$ cat src/design/stdz_isqrt_pipe.sv
// ----------------------------------------------------------------------------
// stdz_isqrt_pipe: pipelined integer square root
// Digit-by-digit restoring root, two radicand bits per registered stage,
// RW/2 stages. A sideband word and a valid bit travel with each operand.
// ----------------------------------------------------------------------------
module stdz_isqrt_pipe #(
  parameter int RW = 32,
  parameter int SW = 1
) (
  input  logic            clk,
  input  logic            rst_n,
  input  logic            in_valid,
  input  logic [RW-1:0]   in_rad,
  input  logic [SW-1:0]   in_side,
  output logic            out_valid,
  output logic [RW/2-1:0] out_root,
  output logic [SW-1:0]   out_side
);

  localparam int H = RW / 2;

  logic [H-1:0]  vld_r;
  logic [RW-1:0] rad_r  [H];
  logic [H+1:0]  rem_r  [H];
  logic [H-1:0]  root_r [H];
  logic [SW-1:0] side_r [H];

  for (genvar k = 0; k < H; k++) begin : g_step
    logic          cur_vld;
    logic [RW-1:0] cur_rad;
    logic [H+1:0]  cur_rem;
    logic [H-1:0]  cur_root;
    logic [SW-1:0] cur_side;
    logic [H+1:0]  rem_sh;
    logic [H+1:0]  trial;
    logic          ge;

    if (k == 0) begin : g_first
      assign cur_vld  = in_valid;
      assign cur_rad  = in_rad;
      assign cur_rem  = '0;
      assign cur_root = '0;
      assign cur_side = in_side;
    end else begin : g_rest
      assign cur_vld  = vld_r[k-1];
      assign cur_rad  = rad_r[k-1];
      assign cur_rem  = rem_r[k-1];
      assign cur_root = root_r[k-1];
      assign cur_side = side_r[k-1];
    end

    // bring down two bits and try root*4+1
    assign rem_sh = {cur_rem[H-1:0], cur_rad[RW-1:RW-2]};
    assign trial  = {cur_root, 2'b01};
    assign ge     = (rem_sh >= trial);

    always_ff @(posedge clk) begin
      if (!rst_n) begin
        vld_r[k] <= 1'b0;
      end else begin
        vld_r[k] <= cur_vld;
      end
    end

    always_ff @(posedge clk) begin
      rad_r[k]  <= {cur_rad[RW-3:0], 2'b00};
      rem_r[k]  <= ge ? (rem_sh - trial) : rem_sh;
      root_r[k] <= {cur_root[H-2:0], ge};
      side_r[k] <= cur_side;
    end
  end

  assign out_valid = vld_r[H-1];
  assign out_root  = root_r[H-1];
  assign out_side  = side_r[H-1];

endmodule

$ cat config.mk
export PLATFORM = sky130hd
export DESIGN_NAME = stdz_isqrt_pipe
export DESIGN_NICKNAME = d
export VERILOG_FILES = /design/src/design/stdz_isqrt_pipe.sv
export SDC_FILE = /design/constraint.sdc
export NUM_CORES = 1
export LEC_CHECK = 0
export BUFFER_PORTS_ARGS = -buffer_cell sky130_fd_sc_hd__buf_2
export CAP_MARGIN = 20
export CORE_UTILIZATION = 50
export DETAILED_ROUTE_END_ITERATION = 7
export PLACE_DENSITY = 0.65
export SLEW_MARGIN = 20
export SYNTH_ARGS = -nofsm -noshare
export SYNTH_HDL_FRONTEND = slang
export SYNTH_SLANG_ARGS = --single-unit
$ cat constraint.sdc
create_clock -name clk -period 6.6 [get_ports clk]
set_input_delay 0.33 -clock clk [delete_from_list [all_inputs] [get_ports clk]]
set_output_delay 0.33 -clock clk [all_outputs]
set_load 0.05 [all_outputs]
### After elaboration in Yosys (flattened, before gate mapping)

Memories as Yosys holds them, arrays and structs flattened.
Cells that the tools add are included.

| storage, ports and cells | value |
|---|---|
| flip-flop bits (word level) | 16 |
| memory bits (writable) | 1040 |
| output and inout bits | 18 |
| word-level logic and storage cells | 68 |
| memories kept | 4 |

Memories:

| name | words | bits a word | rd ports | clocked after memory_dff | wr ports | line | RTL |
|---|---|---|---|---|---|---|---|
| rad_r | 16 | 30 | 15 | 0 | 16 | 23 | `logic [RW-1:0] rad_r [H];` |
| rem_r | 16 | 18 | 15 | 0 | 16 | 24 | `logic [H+1:0] rem_r [H];` |
| root_r | 16 | 16 | 16 | 0 | 16 | 25 | `logic [H-1:0] root_r [H];` |
| side_r | 16 | 1 | 16 | 0 | 16 | 26 | `logic [SW-1:0] side_r [H];` |

| operators by class | value |
|---|---|
| add/subtract/negate cells | 16 |
| order comparisons | 16 |
| mux-type cells | 16 |

Operators with widths:

| kind | count |
|---|---|
| 18-bit 2-to-1 mux | 16 |
| 18-bit >= comparator | 15 |
| 18-bit subtractor | 15 |
| 2-bit by 1-bit subtractor with 3-bit output (second input constant) | 1 |
| 2-bit by 1-bit >= comparator with 1-bit output (second input constant) | 1 |

### Longest topological paths before layout

An unclocked memory read counts as a cell.

| depth | value |
|---|---|
| word-level depth | 3 |
| depth in mapped cells | 11 |

### Worst setup path after synthesis

OpenSTA, ideal clock, no wires.

| timing | value |
|---|---|
| path kind | flip-flop to flip-flop |
| start point | memory root_r[1][16] in the netlist's numbering |
| end point | memory rem_r[10][13] in the netlist's numbering |
| setup time | 0.121 ns |
| data arrival time | 2.224 ns |
| data required time | 6.479 ns |
| setup slack | 4.255 ns |
| stages on the path, launching flop included | 10 |
| cells stage by stage | dfxtp_1 > inv_1 > ha_1 > nor2b_4 > o31a_1 > o31a_1 > o221a_2 > nor3_4 > nor2_2 > mux2_2 |

RTL lines:

| item | line |
|---|---|
| from (decl) | 25 |
| to (decl) | 24 |

==> reports/qor.csv <==
metric;value;unit
status;completed;
ANT cells;0;
via count;13979;
syn_area_per_cell;10.7;um2
Rows;76;
CTS tree;done;
sw power;3.09;mW
sequential share of the synthesized area;0.571;
total track usage;0.172;
CP startpoint kind;flip-flop;
Net Sw Frac;0.280;
Int Power;7.94;mW
layout cells sized above 1;0.101;
Seq cells post-synth;632;
final count of hold timing violations;0;
Clk pwr share;0.346;
R2R Path Start;root_r[0][64];
dpl hpwl;27600;um
Tcrit/Tclk final;0.472;
Slew headroom;0.386;
first-pass GRT wire length;63500;um
Port-buffer cells;53;
HP Class;in2reg;
I/O pin count;54;
starting density of the core;0.511;
WS Path Type;reg2reg;
DRT Pass-1 Iters;7;
global placement routability congestion;0.883;
setup TNS;0;ps
CTS resizes;0;
post-synthesis cell count;2068;
Worst VDD drop;0.303;mV
remaining global-route overflow;0;
CTS H-tree depth;2;
Gate power share;0.205;
Die Wd;213;um
syn_nets;2256;
routed wire length per instance;13.4;um
Crit path arrival time;3620;ps
layout filler cell count;3710;
Max Buffers Root-to-Sink;3;
number of unique standard cell types used by synthesis;73;
CTS root buf;clkbuf_16;
Placed Instances;2679;
Synth Flop Type;dfxtp_1;
core area;43400;um2
critical path startpoint;root_r[0][64];
Cell Area, Synth;22200;um2
clock sink total;632;
final max-slew violation count;0;
unrepaired setup endpoints after global routing;no;
sequential power share;0.449;
min-delay src;rst_n;
vias in the first global route;13768;
worst skew pair latency;630;ps
ys async rst share;0;
commonest cells after routing, fill and taps aside;dfxtp_1 (632), inv_1 (172), ha_1 (152), nand2_1 (134), nor2_1 (115);
Worst setup EP type;flip-flop;
static leakage;12.1;nW
max-cap violation count;0;
Final #Nets;2380;
total CTS buffers;61;
Die Footprint;45200;um2
DR DRC count;0;
Routed Antenna Nets;0;
pin count of the biggest net entering global routing;31;
post-route minimum period;3110;ps
synth warn;0;
Non-Filler Instances;2828;
Worst Path Required;7110;ps
vias per cell;4.94;
EDFF count, synth;0;
Routed WL;38000;um
P&R area growth vs syn;16.0;%
DR iter-0 viols;492;
power per cell area;429;nW/um2
Setup Viol. Count Final;0;
Die Ht;213;um
fmax;321;MHz
measured slew at the worst slew-check pin;921;ps
Reg clk slew, reported paths;70;ps
Layout Skew;34.4;ps
worst-path fanout max;21;
Setup Fix Bufs, Post-CTS;0;
leading cell type in the layout, fill and taps excluded;dfxtp_1;
initial antenna violation count;0;
final timing paths:
| kind | endpoint | slack [ps] | depth (start not counted) |
|---|---|---|---|
| setup / recovery | rem_r[5][12] | 3490 | 9 |
| hold reg to reg | rad_r[13][29] | 320 | 0 |
| setup reg to reg | rem_r[5][12] | 3490 | 9 |
| hold / removal | g_step[11].cur_vld | 50 | 2 |
kinds of logic after synthesis:
family,synth area share
AOI/OAI and AO/OA,0.105
xor gates and xnor gates,0.0644
adders and majority gates,0.0858
buffers and inverters,0.0357
DFF,0.571
muxes,0.0245
other,0.000169
and+or+nand+nor,0.113
through the flow:
step / worst slack, ps / hold WS, ps / instance area [um2] / total power [mW] / util
final: 3490 / 51.6 / 25700 / 11.0 / 0.593
after global routing: 3180 / 42.9 / 25700 / 11.7 / 0.593
after CTS: 3460 / 15.2 / 25700 / 11.1 / 0.593
after detailed placement: 3530 / 312 / 23000 / 7.28 / 0.531
after global placement: 3620 / 310 / 23000 / 7.20 / 0.531
after floorplan: 4250 / 310 / 22200 / 6.74 / -
what timing repair did:
item                                    4_1_cts  5_1_grt
endpoints found under the hold margin        35        0
endpoints found under the setup margin        0        0
hold buffers                                 35        0
critical path: stages, from the launching register on:
cell and delay (ps):
dfxtp_1 320, inv_1 40, ha_1 340, nor2b_1 160
o21ai_0 220, a21oi_1 160, o31ai_1 550, nand3_1 690
nor4bb_1 360, xor2_1 140
per-layer routing:
metal | wire length [um] | vias to the layer above | global-route usage
li1 | - | 7280 | -
met1 | 17800 | 6417 | 0.215
met2 | 17600 | 217 | 0.290
met3 | 1700 | 65 | 0.0357
met4 | 906 | 0 | 0.0628
met5 | 0 | - | 0
cell usage after synthesis (22+ instances only):
| cell type | instances | area share |
|---|---|---|
| a21o_1 | 32 | 0.011 |
| nor2_1 | 115 | 0.019 |
| mux2_2 | 38 | 0.019 |
| xor2_1 | 69 | 0.027 |
| ha_1 | 152 | 0.086 |
| nor3_1 | 48 | 0.011 |
| nand2_1 | 134 | 0.023 |
| o21ai_0 | 106 | 0.024 |
| nand3_1 | 32 | 0.0072 |
| xnor2_1 | 94 | 0.037 |
| nand2b_1 | 26 | 0.0073 |
| dfxtp_1 | 632 | 0.57 |
| o21a_1 | 33 | 0.011 |
| and2_1 | 24 | 0.0068 |
| nor4_1 | 22 | 0.0062 |
| a21oi_1 | 90 | 0.020 |
| inv_1 | 172 | 0.029 |
area by class of cell:
type | count | area (um2) | share of cell area
flip-flops and latches | 632 | 12700 | 0.492
multi-input cells | 1235 | 8750 | 0.340
clock buffers | 78 | 1700 | 0.0661
well taps | 585 | 732 | 0.0285
inverters | 173 | 649 | 0.0253
repair buffers | 89 | 623 | 0.0242
clock inverters | 36 | 601 | 0.0234
sequential cells by signal (all words and copies together) (netlist names):
register        count
g_step.cur_vld     15
out_valid           1
rad_r             240
rem_r             224
root_r            136
side_r             16
power groups by stage:
stage	registers [mW]	logic [mW]	clock network [mW]
floorplan	4.94	1.80	0
global placement	5.04	2.17	0
detailed placement	5.05	2.23	0
CTS	4.97	2.26	3.91
global route	5.03	2.56	4.07
finish	4.96	2.26	3.81
(Power assumes the default switching activity.)
