===== config.mk =====
export PLATFORM = sky130hd
export DESIGN_NAME = stdz_div_pipe
export DESIGN_NICKNAME = d
export VERILOG_FILES = /design/src/design/stdz_div_pipe.sv
export SDC_FILE = /design/constraint.sdc
export NUM_CORES = 1
export LEC_CHECK = 0
export BUFFER_PORTS_ARGS = -buffer_cell sky130_fd_sc_hd__buf_2
export CORE_ASPECT_RATIO = 0.9
export CORE_UTILIZATION = 62
export CTS_CLUSTER_DIAMETER = 80
export DETAILED_ROUTE_END_ITERATION = 12
export GPL_ROUTABILITY_DRIVEN = 0
export PLACE_DENSITY = 0.75
export SYNTH_ARGS = -nofsm -noshare
export SYNTH_HDL_FRONTEND = slang
export SYNTH_SLANG_ARGS = --single-unit

===== constraint.sdc =====
create_clock -name clk -period 3.2 [get_ports clk]
set_input_delay 0.16 -clock clk [delete_from_list [all_inputs] [get_ports clk]]
set_output_delay 0.16 -clock clk [all_outputs]
set_load 0.01 [all_outputs]

===== src/design/stdz_div_pipe.sv =====
// ----------------------------------------------------------------------------
// stdz_div_pipe: pipelined unsigned restoring divider
// One quotient bit per registered stage, QW stages. The caller guarantees
// that the quotient fits QW bits, so NW - QW equals DW and the top part of
// the numerator is already below the divisor.
// ----------------------------------------------------------------------------
module stdz_div_pipe #(
  parameter int NW = 30,
  parameter int DW = 15,
  parameter int QW = 15,
  parameter int SW = 1
) (
  input  logic          clk,
  input  logic          rst_n,
  input  logic          in_valid,
  input  logic [NW-1:0] in_num,
  input  logic [DW-1:0] in_den,
  input  logic [SW-1:0] in_side,
  output logic          out_valid,
  output logic [QW-1:0] out_quo,
  output logic [SW-1:0] out_side
);

  logic [QW-1:0] vld_r;
  logic [DW-1:0] rem_r  [QW];
  logic [QW-1:0] low_r  [QW];
  logic [QW-1:0] quo_r  [QW];
  logic [DW-1:0] den_r  [QW];
  logic [SW-1:0] side_r [QW];

  for (genvar k = 0; k < QW; k++) begin : g_step
    logic          cur_vld;
    logic [DW-1:0] cur_rem;
    logic [QW-1:0] cur_low;
    logic [QW-1:0] cur_quo;
    logic [DW-1:0] cur_den;
    logic [SW-1:0] cur_side;
    logic [DW:0]   rem_sh;
    logic [DW:0]   diff;
    logic          ge;

    if (k == 0) begin : g_first
      assign cur_vld  = in_valid;
      assign cur_rem  = DW'(in_num >> QW);
      assign cur_low  = in_num[QW-1:0];
      assign cur_quo  = '0;
      assign cur_den  = in_den;
      assign cur_side = in_side;
    end else begin : g_rest
      assign cur_vld  = vld_r[k-1];
      assign cur_rem  = rem_r[k-1];
      assign cur_low  = low_r[k-1];
      assign cur_quo  = quo_r[k-1];
      assign cur_den  = den_r[k-1];
      assign cur_side = side_r[k-1];
    end

    // shift in the next numerator bit and subtract if it fits
    assign rem_sh = {cur_rem, cur_low[QW-1]};
    assign diff   = rem_sh - {1'b0, cur_den};
    assign ge     = (rem_sh >= {1'b0, cur_den});

    always_ff @(posedge clk) begin
      if (!rst_n) begin
        vld_r[k] <= 1'b0;
      end else begin
        vld_r[k] <= cur_vld;
      end
    end

    always_ff @(posedge clk) begin
      rem_r[k]  <= ge ? diff[DW-1:0] : rem_sh[DW-1:0];
      low_r[k]  <= {cur_low[QW-2:0], 1'b0};
      quo_r[k]  <= {cur_quo[QW-2:0], ge};
      den_r[k]  <= cur_den;
      side_r[k] <= cur_side;
    end
  end

  assign out_valid = vld_r[QW-1];
  assign out_quo   = quo_r[QW-1];
  assign out_side  = side_r[QW-1];

endmodule


# Word-level counts from Yosys, hierarchy flattened
# Memories as Yosys holds them, arrays and structs flattened.
# Cells that the tools add are included.
dict set report totals {
  ff_bits 15
  ramBits 900
  inputBits 49
  output_inout_bits 17
  word_cells 65
  n_memories 5
}
# memory words word_bits rd rd_ports_with_merged_regs write_ports line_no
set mem_list {}
lappend mem_list {den_r 15 15 14 0 15 28} ;# logic [DW-1:0] den_r [QW];
lappend mem_list {quo_r 15 15 15 0 15 27} ;# logic [QW-1:0] quo_r [QW];
lappend mem_list {rem_r 15 15 14 0 15 25} ;# logic [DW-1:0] rem_r [QW];
lappend mem_list {low_r 15 14 14 0 15 26} ;# logic [QW-1:0] low_r [QW];
lappend mem_list {side_r 15 1 15 0 15 29} ;# logic [SW-1:0] side_r [QW];
dict set report op_classes {
  n_addsub 15
  n_lt_le_gt_ge 15
  n_mux 15
}
# op n
set ops {}
lappend ops {{$ge A16 B15 Y1} 15}
lappend ops {{$mux W15} 15}
lappend ops {{$sub A15 B15 Y15} 15}

# Longest topological paths before layout
# An unclocked memory read counts as a cell.
dict set report logic_depth {
  word_depth 3
  ltp_mapped 12
  mapped_depth_nobuf 11
}

# Least setup slack after synthesis
# Ideal clock, no wire load.
dict set report synth_timing {
  path_kind {reg-to-reg}
  from {mem low_r[0][55] (netlist name)}
  to {mem rem_r[4][3] (netlist: rem_r[0][63])}
  setup_ps 121
  t_arrival_ps 2309
  required_time_ps 3079
  setup_slack_ps 770
  path_stages_with_launch 11
  period_less_slack_ps 2430
  path_cell_list {dfxtp_1 > inv_1 > ha_1 > fa_1 > nand2b_1 > a21oi_1 > o21ai_0 > a41oi_1 > or3_1 > buf_2 > mux2_2}
}
# item line_no
set synth_rtl {}
lappend synth_rtl {{start, declared} 26}
lappend synth_rtl {{end, declared} 25}

==> insert_results.sql <==
INSERT INTO impl_metrics (metric_group, metric, value, unit) VALUES
('outcome', 'run_status', 'finished clean', ''),
('timing', 'tns', '0', 'ns'),
('hold_path', 'worst_hold_path.num_cells', '2', ''),
('global_route', 'grt_usage', '24.6', '%'),
('worst_setup_path', 'worst_r2r_endpoint', 'rem_r[0][56]', ''),
('worst_setup_path', 'worstPathRequired', '3.70', 'ns'),
('pwr', 'p_int', '22.3', 'mW'),
('clock_network', 'tritoncts', 'done', ''),
('clock_network', 'cts_root_buffer', 'clkbuf_16', ''),
('clock_network', 'clk_transition_reported_paths', '0.06', 'ns'),
('timing', 'grt_setup_unrepaired', 'false', ''),
('floorplan', 'placement_rows', '72', ''),
('global_route', 'grt_pass1_wl', '90700', 'µm'),
('synthesis', 'mapped_cells', '2683', ''),
('drt', 'met3_length', '3660', 'µm'),
('clock_network', 'postCtsSetupRepairBufs', '0', ''),
('clock_network', 'postCtsHoldBufs', '49', ''),
('timing', 'finalMaxSlewViolations', '0', ''),
('drt', 'highest-signal-layer', 'met4', ''),
('pwr', 'clkPwrFrac', '22.6', '%'),
('floorplan', 'floorplan.core_area', '43200', 'µm²'),
('cells_and_area', 'proportion_of_layout_cells_with_a_drive_suffix_above_1', '11.3', '%'),
('cells_and_area', 'num-fill-cells', '3093', ''),
('hold_path', 'hp-start', 'in_num[5]', ''),
('cells_and_area', 'antenna-diode-count', '0', ''),
('synthesis', 'synth-adder-area-share', '11.3', '%'),
('pwr', 'p_sw_share', '35.4', '%'),
('global_route', 'grt_start_max_net_pins', '28', ''),
('clock_network', 'clock_latency', '0.63', 'ns'),
('pwr', 'power.ir.vdd_worst', '474', 'µV'),
('synthesis', 'syn-mean-instance-area', '10.2', 'µm²'),
('clock_network', 'h-tree-depth', '2', ''),
('drt', 'drtPass1Iterations', '6', ''),
('floorplan', 'die_w', '223', 'µm'),
('drt', 'routed_via_density', '5.63', ''),
('synthesis', 'synth_flop_cell', 'dfxtp_1', ''),
('cells_and_area', 'flow.area_growth_from_synthesis', '13.1', '%'),
('synthesis', 'synth_top_family_by_area', 'compound AO/OA/AOI/OAI gates', ''),
('synthesis', 'part_of_the_yosys_area_used_for_sequential_elements', '49.5', '%'),
('place', 'dp_hpwl', '40700', 'µm'),
('worst_setup_path', 'worst-setup-path-type', 'reg -> reg', ''),
('timing', 'clock_skews', '0.0224', 'ns'),
('cells_and_area', 'final_net_count', '3113', ''),
('timing', 'timing.fmax', '0.337', 'GHz'),
('hold_path', 'hold_path_end', 'low_r[0][5]', ''),
('worst_setup_path', 'worstRegToRegCells', '9', ''),
('timing', 'final_hold_viol_count', '0', ''),
('synthesis', 'synth_fp_nets', '2971', ''),
('pwr', 'share_comb_of_total_power', '42.4', '%'),
('pwr', 'p_leak', '14.1', 'nW'),
('drt', 'drt-initial-drc-count', '1423', ''),
('timing', 'finalSetupViolations', '0', ''),
('synthesis', 'synth_compound_area_share', '14.1', '%'),
('synthesis', 'netlist_area', '27300', 'µm²'),
('pwr', 'power_switching', '12.2', 'mW'),
('synthesis', 'post_synth_num_cell_types', '83', ''),
('global_route', 'gr-total-overflow', '0', ''),
('clock_network', 'post_cts_resize_count', '0', ''),
('timing', 'final.period_utilization', '92.7', '%'),
('synthesis', 'synthArstFlopShare', '0', '%'),
('global_route', 'grt_antenna_before_repair', '0', ''),
('pwr', 'power_density_over_the_cells', '1120', 'nW/µm²'),
('clock_network', 'cts.sink_count', '675', ''),
('floorplan', 'die_height', '201', 'µm'),
('drt', 'met1Wirelength', '27500', 'µm'),
('worst_setup_path', 'critical_path.endpoint_type', 'register', ''),
('drt', 'vias', '19300', ''),
('worst_setup_path', 'critical_path.max_fanout', '15', ''),
('worst_setup_path', 'start_kind', 'register', ''),
('cells_and_area', 'final_cell_mix', 'dfxtp_1 (675), inv_1 (308), ha_1 (225)', ''),
('floorplan', 'io_pins', '66', '');
==> final cells by class <==
cell class / count / area (µm²) / area share [%]
clock buffers: 82 / 1780 / 5.75
clock inverters: 31 / 439 / 1.42
inverters: 309 / 1160 / 3.75
multi-input cells: 1656 / 12400 / 40.2
flip-flops and latches: 675 / 13500 / 43.7
well taps: 555 / 694 / 2.25
repair buffers: 122 / 888 / 2.87
==> layer usage <==
| metal | up-vias | GRT usage [%] |
|---|---|---|
| li1 | 9592 | - |
| met1 | 8890 | 36.0 |
| met2 | 688 | 36.6 |
| met3 | 124 | 4.13 |
| met4 | 0 | 8.76 |
| met5 | - | 0 |
==> cells in the mapped netlist, types with 11 or more instances <==
master	instances	area [µm²]
a211o_1	11	96.3
a211oi_1	21	158
a21o_1	35	263
a21oi_1	161	806
a31oi_1	24	150
and2_1	20	125
and3_1	13	81.3
buf_2	13	65.1
clkbuf_1	18	67.6
dfxtp_1	675	13500
fa_1	14	280
ha_1	225	2820
inv_1	308	1160
mux2_1	16	180
mux2_2	106	1190
mux2i_1	24	240
nand2_1	133	499
nand2b_1	37	231
nand3_1	31	155
nand4_1	23	144
nor2_1	154	578
nor2b_1	25	156
nor3_1	39	195
o211ai_1	15	113
o21a_1	53	398
o21ai_0	140	701
o31ai_1	14	105
or3_1	14	87.6
xnor2_1	77	674
xor2_1	48	420
==> power groups by stage <==
stage                     Sequential, mW  Clock (mW)  Combinational (mW)
final                               12.1        7.78                14.6
after global routing                12.3        8.31                16.2
after CTS                           12.1        7.95                14.4
after detailed placement            12.2           0                14.2
after global placement              12.2           0                13.6
after floorplan                     11.7           0                11.6
==> state kept, by name, summed over array words and instances, names as in the netlist <==
name and cells:
out_valid 1, rem_r 210, side_r 15, den_r 210, g_step.cur_vld 14, quo_r 120, low_r 105
==> cells by family after synthesis <==
| family | count (synthesis) |
|---|---|
| flip-flops | 675 |
| AO/OA/AOI/OAI | 595 |
| AND/OR/NAND/NOR | 551 |
| buffers and inverters | 352 |
| adder cells (fa/ha/maj) | 239 |
| multiplexers | 146 |
| XOR/XNOR | 125 |
==> how the worst max path moves through the flow <==
stage	depth (start not counted)	slack (ns)	end	startpoint
3_3_place_gp	9	0.37	rem_r[0][86]	den_r[0][62]
6_report	9	0.23	rem_r[0][56]	den_r[0][32]
4_1_cts	9	0.25	rem_r[0][56]	den_r[0][32]
2_1_floorplan	10	0.77	rem_r[0][63]	low_r[0][55]
3_5_place_dp	9	0.26	rem_r[0][56]	den_r[0][32]
5_1_grt	9	0.05	rem_r[0][86]	den_r[0][62]
==> worst max-delay path, cell delays in order, from the launching register on <==
cell and delay, ns:
dfxtp_1 0.32, inv_1 0.04, ha_1 0.34, nor2b_1 0.17
o21ai_1 0.17, a21oi_1 0.15, o211ai_1 0.27, a31oi_1 0.19
a21oi_2 0.78, mux2_2 0.42
==> through the flow <==
step / total power, mW / setup WS, ns / cell area (µm²) / std cells / utilization [%]
2_1_floorplan: 23.3 / 0.770 / 27300 / 2683 / -
3_3_place_gp: 25.8 / 0.365 / 28200 / 3268 / 65.2
3_5_place_dp: 26.4 / 0.264 / 28200 / 3268 / 65.2
4_1_cts: 34.4 / 0.252 / 30900 / 3430 / 71.5
5_1_grt: 36.8 / 0.0537 / 30900 / 3430 / 71.5
6_report: 34.5 / 0.233 / 30900 / 3430 / 71.5
(Power assumes the default switching activity.)
